**src/rtl/core/b64_pkg.sv**
```systemverilog
// Shared types, codes and the alphabet lookup for the Base64 stream encoder.
// Depends on nothing; every module of the encoder imports it.
package b64_pkg;

    localparam logic [7:0] PAD_CHAR = 8'h3D;  // '='

    // Configuration register indexes
    localparam logic [0:0] CFG_URL_ALPHABET = 1'd0;
    localparam logic [0:0] CFG_ADD_PADDING  = 1'd1;

    typedef struct packed {
        logic [7:0] data_byte;
        logic       last_byte;
    } t_b64_in;

    typedef struct packed {
        logic [7:0] out_char;
        logic       last_char;
    } t_b64_out;

    // One group of characters, as the front hands it to the back
    typedef struct packed {
        logic [3:0][5:0] sextet;
        logic [2:0]      n_data;   // alphabet characters, 2..4
        logic [2:0]      n_chars;  // data plus padding characters, 2..4
        logic            last;
    } t_b64_cmd;

    typedef struct packed {
        logic full;
        logic empty;
    } t_b64_qstat;

    typedef enum logic [1:0] {
        PH_EMPTY,
        PH_ONE,
        PH_TWO
    } t_b64_phase;

    function automatic logic [7:0] map_sextet(input logic [5:0] v, input logic url);
        logic [7:0] c;
        if (v < 6'd26) begin
            c = 8'h41 + {2'b00, v};
        end else if (v < 6'd52) begin
            c = 8'h61 + {2'b00, v} - 8'd26;
        end else if (v < 6'd62) begin
            c = 8'h30 + {2'b00, v} - 8'd52;
        end else if (v == 6'd62) begin
            c = url ? 8'h2D : 8'h2B;
        end else begin
            c = url ? 8'h5F : 8'h2F;
        end
        return c;
    endfunction

endpackage

```
**src/rtl/core/base64_stream_encoder.sv**
```systemverilog
// Base64 stream encoder: one byte in per transaction, one character out.
// A closing byte's command goes into the queue, then the back's command register,
// then the single-character output register, which caps throughput at one
// character per cycle while groups wait and the receiver is ready.
// Reset: synchronous, active low; empties group, queue and output register,
// and sets url_alphabet to 0 and add_padding to 1.
module base64_stream_encoder
    import b64_pkg::*;
#(
    parameter int QUEUE_DEPTH = 2
) (
    input  logic     i_clk,
    input  logic     i_rst_n,
    input  logic     i_in_valid,
    output logic     o_in_ready,
    input  t_b64_in  i_in,
    output logic     o_out_valid,
    input  logic     i_out_ready,
    output t_b64_out o_out,
    input  logic     i_cfg_we,
    input  logic     i_cfg_index,
    input  logic     i_cfg_data
);

    localparam int CMD_W = $bits(t_b64_cmd);

    // Configuration registers; the user must write them only while the block is idle (not enforced here)
    logic r_url_alphabet, n_url_alphabet;
    logic r_add_padding, n_add_padding;

    always_comb begin
        n_url_alphabet = r_url_alphabet;
        n_add_padding  = r_add_padding;
        if (i_cfg_we) begin
            unique case (i_cfg_index)
                CFG_URL_ALPHABET: n_url_alphabet = i_cfg_data;
                CFG_ADD_PADDING:  n_add_padding  = i_cfg_data;
                default: ;
            endcase
        end
    end

    always_ff @(posedge i_clk) begin
        if (!i_rst_n) begin
            r_url_alphabet <= 1'b0;
            r_add_padding  <= 1'b1;
        end else begin
            r_url_alphabet <= n_url_alphabet;
            r_add_padding  <= n_add_padding;
        end
    end

    logic             in_accept;
    logic             push;
    logic             pop;
    t_b64_cmd         front_cmd;
    t_b64_cmd         head_cmd;
    logic [CMD_W-1:0] head_bits;
    t_b64_qstat       qstat;

    // Hold off bytes while the queue has no room for a group; a byte that
    // only gets stored is held off too, which keeps the front simple.
    assign o_in_ready = !qstat.full;
    assign in_accept  = i_in_valid && o_in_ready;

    b64_front u_front (
        .i_clk         (i_clk),
        .i_rst_n       (i_rst_n),
        .i_accept      (in_accept),
        .i_in          (i_in),
        .i_add_padding (r_add_padding),
        .o_push        (push),
        .o_cmd         (front_cmd)
    );

    b64_queue #(
        .WIDTH (CMD_W),
        .DEPTH (QUEUE_DEPTH)
    ) u_queue (
        .i_clk   (i_clk),
        .i_rst_n (i_rst_n),
        .i_push  (push),
        .i_data  (front_cmd),
        .i_pop   (pop),
        .o_data  (head_bits),
        .o_stat  (qstat)
    );

    assign head_cmd = t_b64_cmd'(head_bits);

    b64_back u_back (
        .i_clk          (i_clk),
        .i_rst_n        (i_rst_n),
        .i_qstat        (qstat),
        .i_cmd          (head_cmd),
        .o_pop          (pop),
        .i_url_alphabet (r_url_alphabet),
        .o_out_valid    (o_out_valid),
        .i_out_ready    (i_out_ready),
        .o_out          (o_out)
    );

`ifndef SYNTH
    // A marked byte always closes a group and yields a command
    a_last_pushes : assert property (@(posedge i_clk) disable iff (!i_rst_n)
        (in_accept && i_in.last_byte) |-> push)
        else $error("marked byte did not produce a group");

    // The front never pushes into a full queue
    a_no_overflow : assert property (@(posedge i_clk) disable iff (!i_rst_n)
        push |-> !qstat.full)
        else $error("group pushed into full queue");

    // The back never pops an empty queue
    a_no_underflow : assert property (@(posedge i_clk) disable iff (!i_rst_n)
        pop |-> !qstat.empty)
        else $error("pop from empty queue");

    // After a pop the queue is never full
    a_pop_drains : assert property (@(posedge i_clk) disable iff (!i_rst_n)
        pop |=> !qstat.full)
        else $error("queue still full after a pop");
`endif

endmodule

```
**src/rtl/core/b64_front.sv**
```systemverilog
// Front of the Base64 encoder: takes bytes, gathers groups, builds commands.
// Depends on b64_pkg.
module b64_front
    import b64_pkg::*;
(
    input  logic       i_clk,
    input  logic       i_rst_n,
    input  logic       i_accept,
    input  t_b64_in    i_in,
    input  logic       i_add_padding,
    output logic       o_push,
    output t_b64_cmd   o_cmd
);

    t_b64_phase r_phase, n_phase;
    logic [7:0] r_pend0, n_pend0;
    logic [7:0] r_pend1, n_pend1;

    always_ff @(posedge i_clk) begin
        if (!i_rst_n) begin
            r_phase <= PH_EMPTY;
        end else begin
            r_phase <= n_phase;
        end
        r_pend0 <= n_pend0;
        r_pend1 <= n_pend1;
    end

    always_comb begin
        logic [7:0] b;
        b       = i_in.data_byte;
        n_phase = r_phase;
        n_pend0 = r_pend0;
        n_pend1 = r_pend1;
        o_push  = 1'b0;
        o_cmd   = '0;
        o_cmd.last = i_in.last_byte;
        unique case (r_phase)
            PH_TWO: begin
                o_cmd.sextet[0] = r_pend0[7:2];
                o_cmd.sextet[1] = {r_pend0[1:0], r_pend1[7:4]};
                o_cmd.sextet[2] = {r_pend1[3:0], b[7:6]};
                o_cmd.sextet[3] = b[5:0];
                o_cmd.n_data    = 3'd4;
                o_cmd.n_chars   = 3'd4;
                if (i_accept) begin
                    o_push  = 1'b1;
                    n_phase = PH_EMPTY;
                end
            end
            PH_ONE: begin
                o_cmd.sextet[0] = r_pend0[7:2];
                o_cmd.sextet[1] = {r_pend0[1:0], b[7:4]};
                o_cmd.sextet[2] = {b[3:0], 2'b00};
                o_cmd.n_data    = 3'd3;
                o_cmd.n_chars   = i_add_padding ? 3'd4 : 3'd3;
                if (i_accept) begin
                    if (i_in.last_byte) begin
                        o_push  = 1'b1;
                        n_phase = PH_EMPTY;
                    end else begin
                        n_pend1 = b;
                        n_phase = PH_TWO;
                    end
                end
            end
            default: begin
                // empty group; the unused code also lands here
                o_cmd.sextet[0] = b[7:2];
                o_cmd.sextet[1] = {b[1:0], 4'b0000};
                o_cmd.n_data    = 3'd2;
                o_cmd.n_chars   = i_add_padding ? 3'd4 : 3'd2;
                if (i_accept) begin
                    if (i_in.last_byte) begin
                        o_push  = 1'b1;
                        n_phase = PH_EMPTY;
                    end else begin
                        n_pend0 = b;
                        n_phase = PH_ONE;
                    end
                end
            end
        endcase
    end

endmodule

```
**src/rtl/core/b64_queue.sv**
```systemverilog
// Short register queue between the front and the back of the encoder.
// Depends on b64_pkg for the status struct.
module b64_queue
    import b64_pkg::*;
#(
    parameter int WIDTH = 8,
    parameter int DEPTH = 2
) (
    input  logic             i_clk,
    input  logic             i_rst_n,
    input  logic             i_push,
    input  logic [WIDTH-1:0] i_data,
    input  logic             i_pop,
    output logic [WIDTH-1:0] o_data,
    output t_b64_qstat       o_stat
);

    localparam int AW = (DEPTH > 1) ? $clog2(DEPTH) : 1;
    localparam int CW = $clog2(DEPTH + 1);

    logic [WIDTH-1:0] r_mem [DEPTH];
    logic [AW-1:0]    r_wr, n_wr;
    logic [AW-1:0]    r_rd, n_rd;
    logic [CW-1:0]    r_count, n_count;
    logic             push_ok, pop_ok;

    assign o_stat.full  = (r_count == CW'(DEPTH));
    assign o_stat.empty = (r_count == '0);
    assign push_ok      = i_push && !o_stat.full;
    assign pop_ok       = i_pop && !o_stat.empty;
    assign o_data       = r_mem[r_rd];

    always_comb begin
        n_wr    = r_wr;
        n_rd    = r_rd;
        n_count = r_count;
        if (push_ok) begin
            n_wr = (r_wr == AW'(DEPTH - 1)) ? '0 : r_wr + AW'(1);
        end
        if (pop_ok) begin
            n_rd = (r_rd == AW'(DEPTH - 1)) ? '0 : r_rd + AW'(1);
        end
        if (push_ok && !pop_ok) begin
            n_count = r_count + CW'(1);
        end else if (pop_ok && !push_ok) begin
            n_count = r_count - CW'(1);
        end
    end

    always_ff @(posedge i_clk) begin
        if (!i_rst_n) begin
            r_wr    <= '0;
            r_rd    <= '0;
            r_count <= '0;
        end else begin
            r_wr    <= n_wr;
            r_rd    <= n_rd;
            r_count <= n_count;
        end
        if (push_ok) begin
            r_mem[r_wr] <= i_data;
        end
    end

endmodule

```
**src/rtl/core/b64_back.sv**
```systemverilog
// Back of the Base64 encoder: walks one command a character at a time
// into the output register. Depends on b64_pkg.
module b64_back
    import b64_pkg::*;
(
    input  logic       i_clk,
    input  logic       i_rst_n,
    input  t_b64_qstat i_qstat,
    input  t_b64_cmd   i_cmd,
    output logic       o_pop,
    input  logic       i_url_alphabet,
    output logic       o_out_valid,
    input  logic       i_out_ready,
    output t_b64_out   o_out
);

    logic     r_busy, n_busy;
    t_b64_cmd r_cmd, n_cmd;
    logic [1:0] r_idx, n_idx;
    logic     r_out_valid, n_out_valid;
    t_b64_out r_out, n_out;
    logic     advance, at_end;

    assign advance = r_busy && (!r_out_valid || i_out_ready);
    assign at_end  = ({1'b0, r_idx} == (r_cmd.n_chars - 3'd1));
    assign o_pop   = !i_qstat.empty && (!r_busy || (advance && at_end));

    assign o_out_valid = r_out_valid;
    assign o_out       = r_out;

    always_comb begin
        n_busy      = r_busy;
        n_cmd       = r_cmd;
        n_idx       = r_idx;
        n_out_valid = r_out_valid;
        n_out       = r_out;
        if (advance) begin
            n_out_valid = 1'b1;
            if ({1'b0, r_idx} < r_cmd.n_data) begin
                n_out.out_char = map_sextet(r_cmd.sextet[r_idx], i_url_alphabet);
            end else begin
                n_out.out_char = PAD_CHAR;
            end
            n_out.last_char = r_cmd.last && at_end;
            if (at_end) begin
                n_busy = 1'b0;
            end else begin
                n_idx = r_idx + 2'd1;
            end
        end else if (i_out_ready) begin
            n_out_valid = 1'b0;
        end
        // load the next group when idle or as the current one finishes
        if (o_pop) begin
            n_busy = 1'b1;
            n_cmd  = i_cmd;
            n_idx  = 2'd0;
        end
    end

    always_ff @(posedge i_clk) begin
        if (!i_rst_n) begin
            r_busy      <= 1'b0;
            r_out_valid <= 1'b0;
        end else begin
            r_busy      <= n_busy;
            r_out_valid <= n_out_valid;
        end
        r_cmd <= n_cmd;
        r_idx <= n_idx;
        r_out <= n_out;
    end

endmodule

```
**config.mk**
```make
export PLATFORM = sky130hd
export DESIGN_NAME = base64_stream_encoder
export DESIGN_NICKNAME = d
export VERILOG_FILES = /design/src/rtl/core/b64_pkg.sv /design/src/rtl/core/base64_stream_encoder.sv /design/src/rtl/core/b64_front.sv /design/src/rtl/core/b64_queue.sv /design/src/rtl/core/b64_back.sv
export SDC_FILE = /design/constraint.sdc
export NUM_CORES = 1
export LEC_CHECK = 0
export BUFFER_PORTS_ARGS = -buffer_cell sky130_fd_sc_hd__buf_4
export CORE_MARGIN = 8
export CORE_UTILIZATION = 50
export CTS_CLUSTER_DIAMETER = 50
export DETAILED_ROUTE_END_ITERATION = 10
export PLACE_DENSITY_LB_ADDON = 0.12
export SYNTH_ARGS = -nofsm -noshare
export SYNTH_HDL_FRONTEND = slang
export SYNTH_SLANG_ARGS = --single-unit
```
**constraint.sdc**
```tcl
create_clock -name i_clk -period 4.1 [get_ports i_clk]
set_input_delay 0.615 -clock i_clk [delete_from_list [all_inputs] [get_ports i_clk]]
set_output_delay 0.615 -clock i_clk [all_outputs]
set_load 0.005 [all_outputs]
```
==> results of run 1 <==
==> metrics by stage <==
step           power (mW)  cells  instance area (µm²)  setup slack [ns]  util, %
4_1_cts              5.01    565                 6550              1.03     60.2
3_5_place_dp         3.40    533                 5920              1.04     54.4
2_1_floorplan        3.01    382                 5610             0.610        -
3_3_place_gp         3.39    533                 5920              1.08     54.4
5_1_grt              5.22    565                 6550             0.830     60.2
6_report             4.96    565                 6550              1.08     60.2
==> area by class of cell <==
class	count	area, µm²	share of cell area [%]
sequential	130	3780	57.8
multi-input combinational	217	1680	25.6
clock buffer	19	422	6.43
timing repair buffer	29	218	3.32
clock inverter	13	209	3.19
tap	140	175	2.67
inverter	17	63.8	0.974
==> cell families after synthesis <==
kind of cell	Yosys count
flops	130
simple gates	95
compound gates	57
mux	38
buf+inv	35
fa+ha+maj	15
xor+xnor	12
==> critical path, stage by stage (launching register included) <==
cell      delay [ns]
dfxtp_1         0.66
mux4_1          0.73
ha_1            0.30
and2_1          0.20
a221oi_4        0.48
nor2_2          0.09
a21oi_1         0.21
o21ai_1         0.09
==> layer usage <==
layer / GRT usage (%) / wire length (µm) / vias to the layer above / part of all wire, %
li1: - / - / 1478 / -
met1: 19.2 / 4820 / 1494 / 47
met2: 23.5 / 4860 / 60 / 47
met3: 3.33 / 318 / 19 / 3.1
met4: 7.17 / 250 / 0 / 2.4
met5: 0 / 0 / - / 0
==> placed cells by master, fill, tap and decap left out, types with 4 or more instances in the layout <==
| master | n |
|---|---|
| mux4_2 | 4 |
| nand2_1 | 28 |
| bufinv_16 | 5 |
| edfxtp_1 | 118 |
| nand3_1 | 7 |
| o21ai_0 | 11 |
| xnor2_1 | 7 |
| inv_1 | 17 |
| clkbuf_16 | 16 |
| nor2b_1 | 6 |
| o21a_1 | 6 |
| a22oi_1 | 8 |
| ha_1 | 15 |
| buf_4 | 29 |
| xor2_1 | 5 |
| nand2b_1 | 4 |
| o21ai_1 | 4 |
| mux2_2 | 31 |
| a31oi_1 | 4 |
| dfxtp_1 | 11 |
| nor2_1 | 22 |
| a21oi_1 | 7 |
| and2_1 | 12 |
==> state kept, by name, indices dropped and copies added (netlist names), 2 cells and up <==
signal / flops
u_front.r_pend0: 8
u_back.o_out: 9
u_queue.r_mem: 62
u_back.r_idx: 2
u_back.r_cmd: 31
u_front.r_phase: 2
u_front.r_pend1: 8
u_queue.r_count: 2
==> where the power goes <==
part / leakage (nW) / total [mW] / internal (mW) / switching, mW
clock network: 0.300 / 1.60 / 1.05 / 0.553
registers: 1.20 / 1.97 / 1.81 / 0.157
logic: 0.823 / 1.39 / 0.605 / 0.787
==> worst max-delay path by stage <==
stage                          endpoint  cells after the start          startpoint  slack [ns]
global route            u_back.o_out[5]                      7     u_back.r_idx[0]        0.83
global placement        u_back.o_out[5]                      7     u_back.r_idx[0]        1.08
CTS                     u_back.o_out[5]                      7     u_back.r_idx[0]        1.03
detailed placement      u_back.o_out[5]                      7     u_back.r_idx[0]        1.04
floorplan           u_queue.r_mem[0][0]                      5  u_front.r_phase[0]        0.61
finish                  u_back.o_out[5]                      7     u_back.r_idx[0]        1.08
==> results.tsv, run 1 <==
metric	value	unit
hold_ws	0.304	ns
startpoint types	flop	
Power Density	757	nW/µm²
WP data required	4.36	ns
Initial Util	51.5	%
sequential area share after synthesis	67.5	%
# nets final	443	
share of cells above drive strength 1	24.2	%
Max-cap violations	0	
Clk Latency, worst-skew pair	0.51	ns
final-layout fill cell count	834	
Clock transition at path regs	0.06	ns
CTS Buf Count	17	
Area growth syn-to-layout	16.8	%
# IOs	27	
Leak	2.32	nW
Hold Path Depth	1	
Post-DP HPWL	6750	µm
clock sinks	130	
Hold EP	u_queue.r_mem[0][0]	
setup TNS	0	ns
Core Area	10900	µm²
area leader, netlist	edfxtp_1	
Synth Area in Compound Gates	7.27	%
number of synthesized register bits	130	
routed length per instance	18.1	µm
reg2reg path depth	7	
initial antenna violation count	0	
number of global-route vias before repair	3209	
most common cell in the netlist	edfxtp_1	
Worst Max-Slew Pin Slew	1.03	ns
VDD IR-drop max	395	µV
Die H	122	µm
reg2reg end	u_back.o_out[5]	
setup bufs post-CTS	0	
Routed Antenna Nets	0	
quantity of hold-fixing buffers added after cts	0	
DR DRC count	0	
Root Driver	clkbuf_8	
die footprint	14900	µm²
Hold Path Origin	i_in[0]	
crit end category	flop	
RSZ-0062 raised after global routing	no	
Post-Synth Adder-Cell Area	3.35	%
peak fanout along the critical path	10	
syn nets	413	
Tcrit/Tclk final	73.7	%
skew final	0.0107	ns
status	finished clean	
area of the mapped netlist	5610	µm²
top post-synthesis cells by count	118 x edfxtp_1, 31 x mux2_2, 28 x nand2_1	
pin count of the biggest net entering global routing	35	
top cell type's share of synthesized area	63.2	%
RR Startpoint	u_back.r_idx[0]	
Post-synth EDFFs	118	
IO Port Bufs	26	
top_reg_cell synth	edfxtp_1	
Overflow after GRT	0	
CP Class	flop to flop	
DRT iter0 DRCs	226	
final RePlAce weighted congestion	0.764	
Synth warnings	0	
Post-Syn Instances	382	
CTS-repair resized insts	0	
worst path arrival time	3.29	ns
Total Wirelength	10200	µm
ys async rst share	0	%
Fin. Hold Viols	0	
r2r setup slk	1.08	ns
Rel. slew slack	30.9	%
DR vias	3051	
first-pass GRT wire length	16700	µm
Simple-Gate Fraction of Synth Area	8.41	%
post-layout min period	3.02	ns
Std-Cell Rows	38	
GRT Overall Usage	14.9	%
largest family of logic cells by synthesized area	multiplexers	
Diodes inserted	0	
ranking of synthesized cells by area	edfxtp_1 63%, mux2_2 6.2%, dfxtp_1 4.3%	
Max Fclk	331	MHz
routed vias/inst	5.40	
# H-tree levels	4	
Yosys cell types	47	
syn avg cell area	14.7	µm²
number of detailed-route iterations in the first pass	4	
XOR/XNOR Fraction of Synth Area	1.87	%
Die Wd	122	µm
worst min-delay path class	primary input to flop	
max-slew violation count	0	
post-synthesis mux area share	8.95	%
final setup violation count	0	
CTS tree	yes	
Max clock buf depth	2	
Note: power is estimated with default switching activity, not from simulation.
==> run 2: changes to the inputs <==
--- a/config.mk
+++ b/config.mk
@@ -5,6 +5,7 @@
 export SDC_FILE = /design/constraint.sdc
 export NUM_CORES = 1
 export LEC_CHECK = 0
+export ABC_AREA = 1
 export BUFFER_PORTS_ARGS = -buffer_cell sky130_fd_sc_hd__buf_4
 export CORE_MARGIN = 8
 export CORE_UTILIZATION = 50
==> constraint.sdc (replaced) <==
create_clock -name i_clk -period 3.05 [get_ports i_clk]
set_input_delay 0.4575 -clock i_clk [delete_from_list [all_inputs] [get_ports i_clk]]
set_output_delay 0.4575 -clock i_clk [all_outputs]
set_load 0.005 [all_outputs]
==> results.tsv, run 2 <==
metric	value	unit	change
status	finished clean		
ranking of synthesized cells by area	edfxtp_1 62%, nand2_1 11%, dfxtp_1 4.2%		
gr busiest metal	met2		
sequential area share after synthesis	65.7	%	-1.8 points
Tcrit/Tclk final	82.6	%	+8.9 points
hold_ws	0.249	ns	-0.0552 ns
number of global-route vias before repair	3616		+13%
switching power total	2.39	mW	+60%
Max clock buf depth	2		unchanged
Power Total	7.00	mW	+41%
area leader, netlist	edfxtp_1		
WP data required	3.19	ns	-1.17 ns
syn nets	563		+36%
initial antenna violation count	0		unchanged
Leak	2.77	nW	+19%
Std-Cell Rows	39		+2.6%
Routed Antenna Nets	0		unchanged
routed length per instance	14.4	µm	-21%
Die H	123	µm	+1.2%
Post-DP HPWL	7310	µm	+8.3%
Max Fclk	397	MHz	+20%
skew final	0.00673	ns	-0.00393 ns
VDD IR-drop max	505	µV	+28%
pin count of the biggest net entering global routing	34		-2.9%
Overflow after GRT	0		unchanged
met3 Use GR	3.88	%	+0.55 points
Post-Syn Instances	532		+39%
Area growth syn-to-layout	16.9	%	about the same
# IOs	27		unchanged
Rel. slew slack	31.7	%	+0.82 points
setup bufs post-CTS	0		unchanged
Initial Util	50.9	%	-0.64 points
Post-synth EDFFs	118		unchanged
internal power	4.61	mW	+33%
final setup violation count	0		unchanged
IO Port Bufs	26		unchanged
setup TNS	0	ns	unchanged
share of power burned in registers	37.7	%	-1.9 points
# H-tree levels	4		unchanged
syn avg cell area	10.8	µm²	-26%
Core Area	11300	µm²	+4.0%
top post-synthesis cells by count	169 x nand2_1, 118 x edfxtp_1, 55 x inv_1		
# nets final	601		+36%
Final Cell Area	6730	µm²	+2.8%
share of cells above drive strength 1	16.3	%	-7.9 points
startpoint types	flop		
worst min-delay path class	primary input to flop		
DRT iter0 DRCs	294		+30%
Clk Latency, worst-skew pair	0.40	ns	-0.11 ns
Root Driver	clkbuf_16		
Diodes inserted	0		unchanged
top cell type's share of synthesized area	61.5	%	-1.6 points
peak fanout along the critical path	17		+7
Max-cap violations	0		unchanged
dpl cell area	6120	µm²	+3.3%
grt met2 use	24.0	%	+0.52 points
CTS-repair resized insts	0		unchanged
ys async rst share	0	%	unchanged
Clock transition at path regs	0.06	ns	about the same
post-layout min period	2.52	ns	-0.503 ns
RSZ-0062 raised after global routing	no		
CTS tree	yes		
DR vias	3653		+20%
sw frac	34.2	%	+4.0 points
die footprint	15200	µm²	+2.3%
routed vias/inst	5.03		-6.8%
top_reg_cell synth	edfxtp_1		
first-pass GRT wire length	17400	µm	+4.0%
number of flip-flops in the largest register	62		unchanged
highest-count cells in the layout ignoring fill and taps	169 x nand2_1, 118 x edfxtp_1, 55 x inv_1		
most common cell in the netlist	nand2_1		
Gate power share	32.5	%	+4.4 points
clock sinks	130		unchanged
most flop-heavy register	u_queue.r_mem		
area of the mapped netlist	5760	µm²	+2.7%
most common cell after layout, fill and taps aside	nand2_1		
number of synthesized register bits	130		unchanged
r2r setup slk	0.53	ns	-0.55 ns
Total Wirelength	10400	µm	+1.8%
GRT Overall Usage	14.8	%	-0.064 points
Worst Max-Slew Pin Slew	1.02	ns	-0.0113 ns
Power Density	1040	nW/µm²	+37%
number of detailed-route iterations in the first pass	5		+1
met1 Use GR	18.8	%	-0.43 points
final RePlAce weighted congestion	0.873		+14%
quantity of hold-fixing buffers added after cts	0		unchanged
CTS Buf Count	17		unchanged
final core utilization	59.5	%	-0.70 points
max-slew violation count	0		unchanged
clock power share	29.7	%	-2.6 points
Yosys cell types	33		-30%
Die Wd	123	µm	+1.2%
Synth warnings	0		unchanged
worst path arrival time	2.66	ns	-0.63 ns
CP Class	flop to flop		
Fin. Hold Viols	0		unchanged
DR DRC count	0		unchanged
crit end category	flop		
## run 2: changes by cell type in the layout (fill, tap and decap cells not counted), moves of 11 or more
cell	before	now
nand2_1	28	169
inv_1	17	55
nand3_1	7	45
mux2_2	31	0
o21ai_0	11	24
and2_1	12	0
nor2_1	22	11
## run 2: through the flow
stage | instances | setup slack [ns]
finish | 726 | 0.530
global route | 726 | 0.225
CTS | 726 | 0.511
detailed placement | 694 | 0.520
global placement | 694 | 0.629
floorplan | 532 | 0.189
## run 2: logic make-up (layout without fill, tap and decap cells)
| group | count (synthesis) | in the layout | share of synthesized area, % |
|---|---|---|---|
| AO/OA/AOI/OAI | 49 | 49 | 4.65 |
| buffers and inverters | 77 | 128 | 5.45 |
| adder cells (fa/ha/maj) | 15 | 15 | 3.26 |
| flip-flops | 130 | 130 | 65.7 |
| XOR/XNOR | 6 | 6 | 0.913 |
| AND/OR/NAND/NOR | 255 | 255 | 20.0 |
## run 2: cell type report
class | instances | area, µm²
clock buffers | 18 | 429
clock inverters | 14 | 186
fillers | 932 | 4590
inverters | 62 | 235
multi-input cells | 325 | 1670
flip-flops and latches | 130 | 3780
well taps | 143 | 179
repair buffers | 34 | 255
## run 2: worst paths after layout
check	start	end	cells past startpoint
setup / recovery	u_back.r_idx[0]	u_back.o_out[1]	12
hold / removal	i_in[7]	u_front.r_pend1[6]	1
setup reg to reg	u_back.r_idx[0]	u_back.o_out[1]	12
hold reg to reg	u_queue.r_count[1]	u_queue.r_count[1]	2
## run 2: power groups by stage
stage | Clock [mW] | Sequential, mW | Combinational [mW]
final | 2.08 | 2.64 | 2.28
after detailed placement | 0 | 2.68 | 2.28
after CTS | 2.11 | 2.65 | 2.29
after global placement | 0 | 2.68 | 2.25
after global routing | 2.19 | 2.68 | 2.58
after floorplan | 0 | 2.62 | 1.72
## run 2: worst max-delay path, cell delays in order, from the launching register on
cell and delay, ns:
dfxtp_1 0.72, inv_4 0.16, nand2_1 0.10, nand3_1 0.08
nand2_2 0.17, inv_1 0.12, ha_1 0.25, nand2_1 0.10
nand2_2 0.09, nor2_8 0.17, inv_2 0.09, o211ai_1 0.09
nand3_1 0.11
## run 2: routing by layer
metal  vias up  routed length [µm]
met5         -                   0
met4         0                 163
met3        16                 377
met2        88                5100
met1      1686                4800
li1       1863                   -
==> run 3: changes to the inputs <==
--- a/config.mk
+++ b/config.mk
@@ -5,7 +5,7 @@
 export SDC_FILE = /design/constraint.sdc
 export NUM_CORES = 1
 export LEC_CHECK = 0
-export ABC_AREA = 1
+export ABC_AREA = 0
 export BUFFER_PORTS_ARGS = -buffer_cell sky130_fd_sc_hd__buf_4
 export CORE_MARGIN = 8
 export CORE_UTILIZATION = 50
==> constraint.sdc (replaced) <==
create_clock -name i_clk -period 2.55 [get_ports i_clk]
set_input_delay 0.3825 -clock i_clk [delete_from_list [all_inputs] [get_ports i_clk]]
set_output_delay 0.3825 -clock i_clk [all_outputs]
set_load 0.005 [all_outputs]
==> results.tsv, run 3 (synthesis gave the netlist of run 1 again) <==
metric	value	unit	change
die footprint	14900	µm²	-2.3%
WP data required	2.80	ns	-0.39 ns
number of flip-flops in the largest register	62		unchanged
number of global-route vias before repair	3172		-12%
RR Startpoint	u_back.r_idx[0]		
pin count of the biggest net entering global routing	35		+2.9%
Max clock buf depth	2		unchanged
Tcrit/Tclk final	96.1	%	+13 points
Core Area	10900	µm²	-3.8%
Critical-path top delay cell	mux4_2		
DR vias	3118		-15%
final worst setup slack	0.0996	ns	-0.430 ns
crit end category	flop		
CTS Buf Count	17		unchanged
hold_ws	0.0904	ns	-0.158 ns
Power Density	1190	nW/µm²	+15%
pre-CTS setup slack	0.000456	ns	-0.519 ns
Std-Cell Rows	38		-2.6%
setup TNS	0	ns	unchanged
RSZ-0062 raised after global routing	yes		
Clk Latency, worst-skew pair	0.51	ns	+0.11 ns
worst min-delay path class	primary input to flop		
most flop-heavy register	u_queue.r_mem		
# IOs	27		unchanged
Routed Antenna Nets	0		unchanged
Clock transition at path regs	0.06	ns	about the same
Diodes inserted	0		unchanged
r2r setup slk	0.1	ns	-0.43 ns
worst path arrival time	2.70	ns	+0.04 ns
Total Wirelength	9900	µm	-5.1%
DRT iter0 DRCs	193		-34%
most common cell after layout, fill and taps aside	edfxtp_1		
Die H	122	µm	-1.1%
final setup violation count	0		unchanged
Rel. slew slack	37.9	%	+6.2 points
crit path launch	u_back.r_idx[0]		
final RePlAce weighted congestion	0.849		-2.8%
share of cells above drive strength 1	28.7	%	+12 points
# H-tree levels	4		unchanged
GRT Overall Usage	14.4	%	-0.44 points
first-pass GRT wire length	16200	µm	-7.0%
Overflow after GRT	0		unchanged
Post-DP HPWL	6730	µm	-8.0%
Die Wd	122	µm	-1.1%
number of detailed-route iterations in the first pass	5		unchanged
CTS tree	yes		
routed vias/inst	5.32		+5.7%
post-layout min period	2.45	ns	-0.0701 ns
highest-count cells in the layout ignoring fill and taps	118 x edfxtp_1, 50 x buf_4, 31 x mux2_2		
CP Cell Sequence	buf_4 > mux4_2 > ha_1 > and2_1 > a221o_2 > a31oi_1 > o211ai_2		
peak fanout along the critical path	9		-8
skew final	0.00906	ns	+0.00234 ns
IO Port Bufs	26		unchanged
Max-cap violations	0		unchanged
initial antenna violation count	0		unchanged
CP Class	flop to flop		
Hold Path Origin	i_in[1]		
slowest stage delay, CP	0.53	ns	-0.19 ns
Root Driver	clkbuf_8		
Fin. Hold Viols	0		unchanged
Initial Util	51.5	%	+0.64 points
Leak	2.40	nW	-13%
Max Fclk	408	MHz	+2.9%
clock sinks	130		unchanged
# nets final	464		-23%
max-slew violation count	0		unchanged
status	finished clean		
startpoint types	flop		
Area growth syn-to-layout	18.9	%	
DR DRC count	0		unchanged
routed length per instance	16.9	µm	+18%
VDD IR-drop max	540	µV	+6.9%
Worst Max-Slew Pin Slew	0.929	ns	-0.0940 ns
[run 3: metal layers]
layer  global-route usage, %  up-vias  part of all wire (%)
met5                       0        -                     0
met4                    6.17        0                  0.97
met3                    4.30        9                   3.6
met2                    22.5       64                    48
met1                    18.3     1513                    47
li1                        -     1532                     -
[run 3: path summary, 6_finish.rpt]
path / to / cells after the start
setup / recovery: u_back.o_out[3] / 7
hold / removal: u_front.r_pend0[0] / 1
hold reg to reg: u_back.o_out_valid / 1
setup reg to reg: u_back.o_out[3] / 7
[run 3: cell type report]
cell class | count | area (µm²)
timing repair buffer | 50 | 375
clock buffer | 18 | 418
inverter | 17 | 63.8
clock inverter | 14 | 145
multi-input combinational | 217 | 1710
sequential | 130 | 3780
tap | 140 | 175
fill | 820 | 4220
[run 3: power breakdown]
group,switching (mW),internal (mW)
Sequential,0.146,2.91
Clock,0.823,1.46
Combinational,1.43,1.19
Total,2.40,5.56
[run 3: worst max-delay path, delay by kind of cell (launching register included)]
kind            cells  cell delay, ns
simple gates        1            0.17
compound gates      3            0.78
mux                 1            0.53
flops               1            0.36
fa+ha+maj           1            0.21
buf+inv             1            0.14
[run 3: what timing repair did]
item | in CTS | in global routing
hold endpoints to repair | 0 | 0
resized for setup | 1 | 4
pin swaps | 0 | 3
endpoints found under the setup margin | 1 | 9
gates cloned | 0 | 0
buffers inserted | 0 | 2
hold buffers | 0 | 0
[run 3: metrics by stage]
step                area [µm²]  power (mW)  std cells  util, %
floorplan                 5620        4.87        382        -
global route              6670        8.40        586     61.3
global placement          6080        5.69        552     55.8
CTS                       6640        7.98        584     61.0
detailed placement        6080        5.67        552     55.8
finish                    6670        7.95        586     61.3
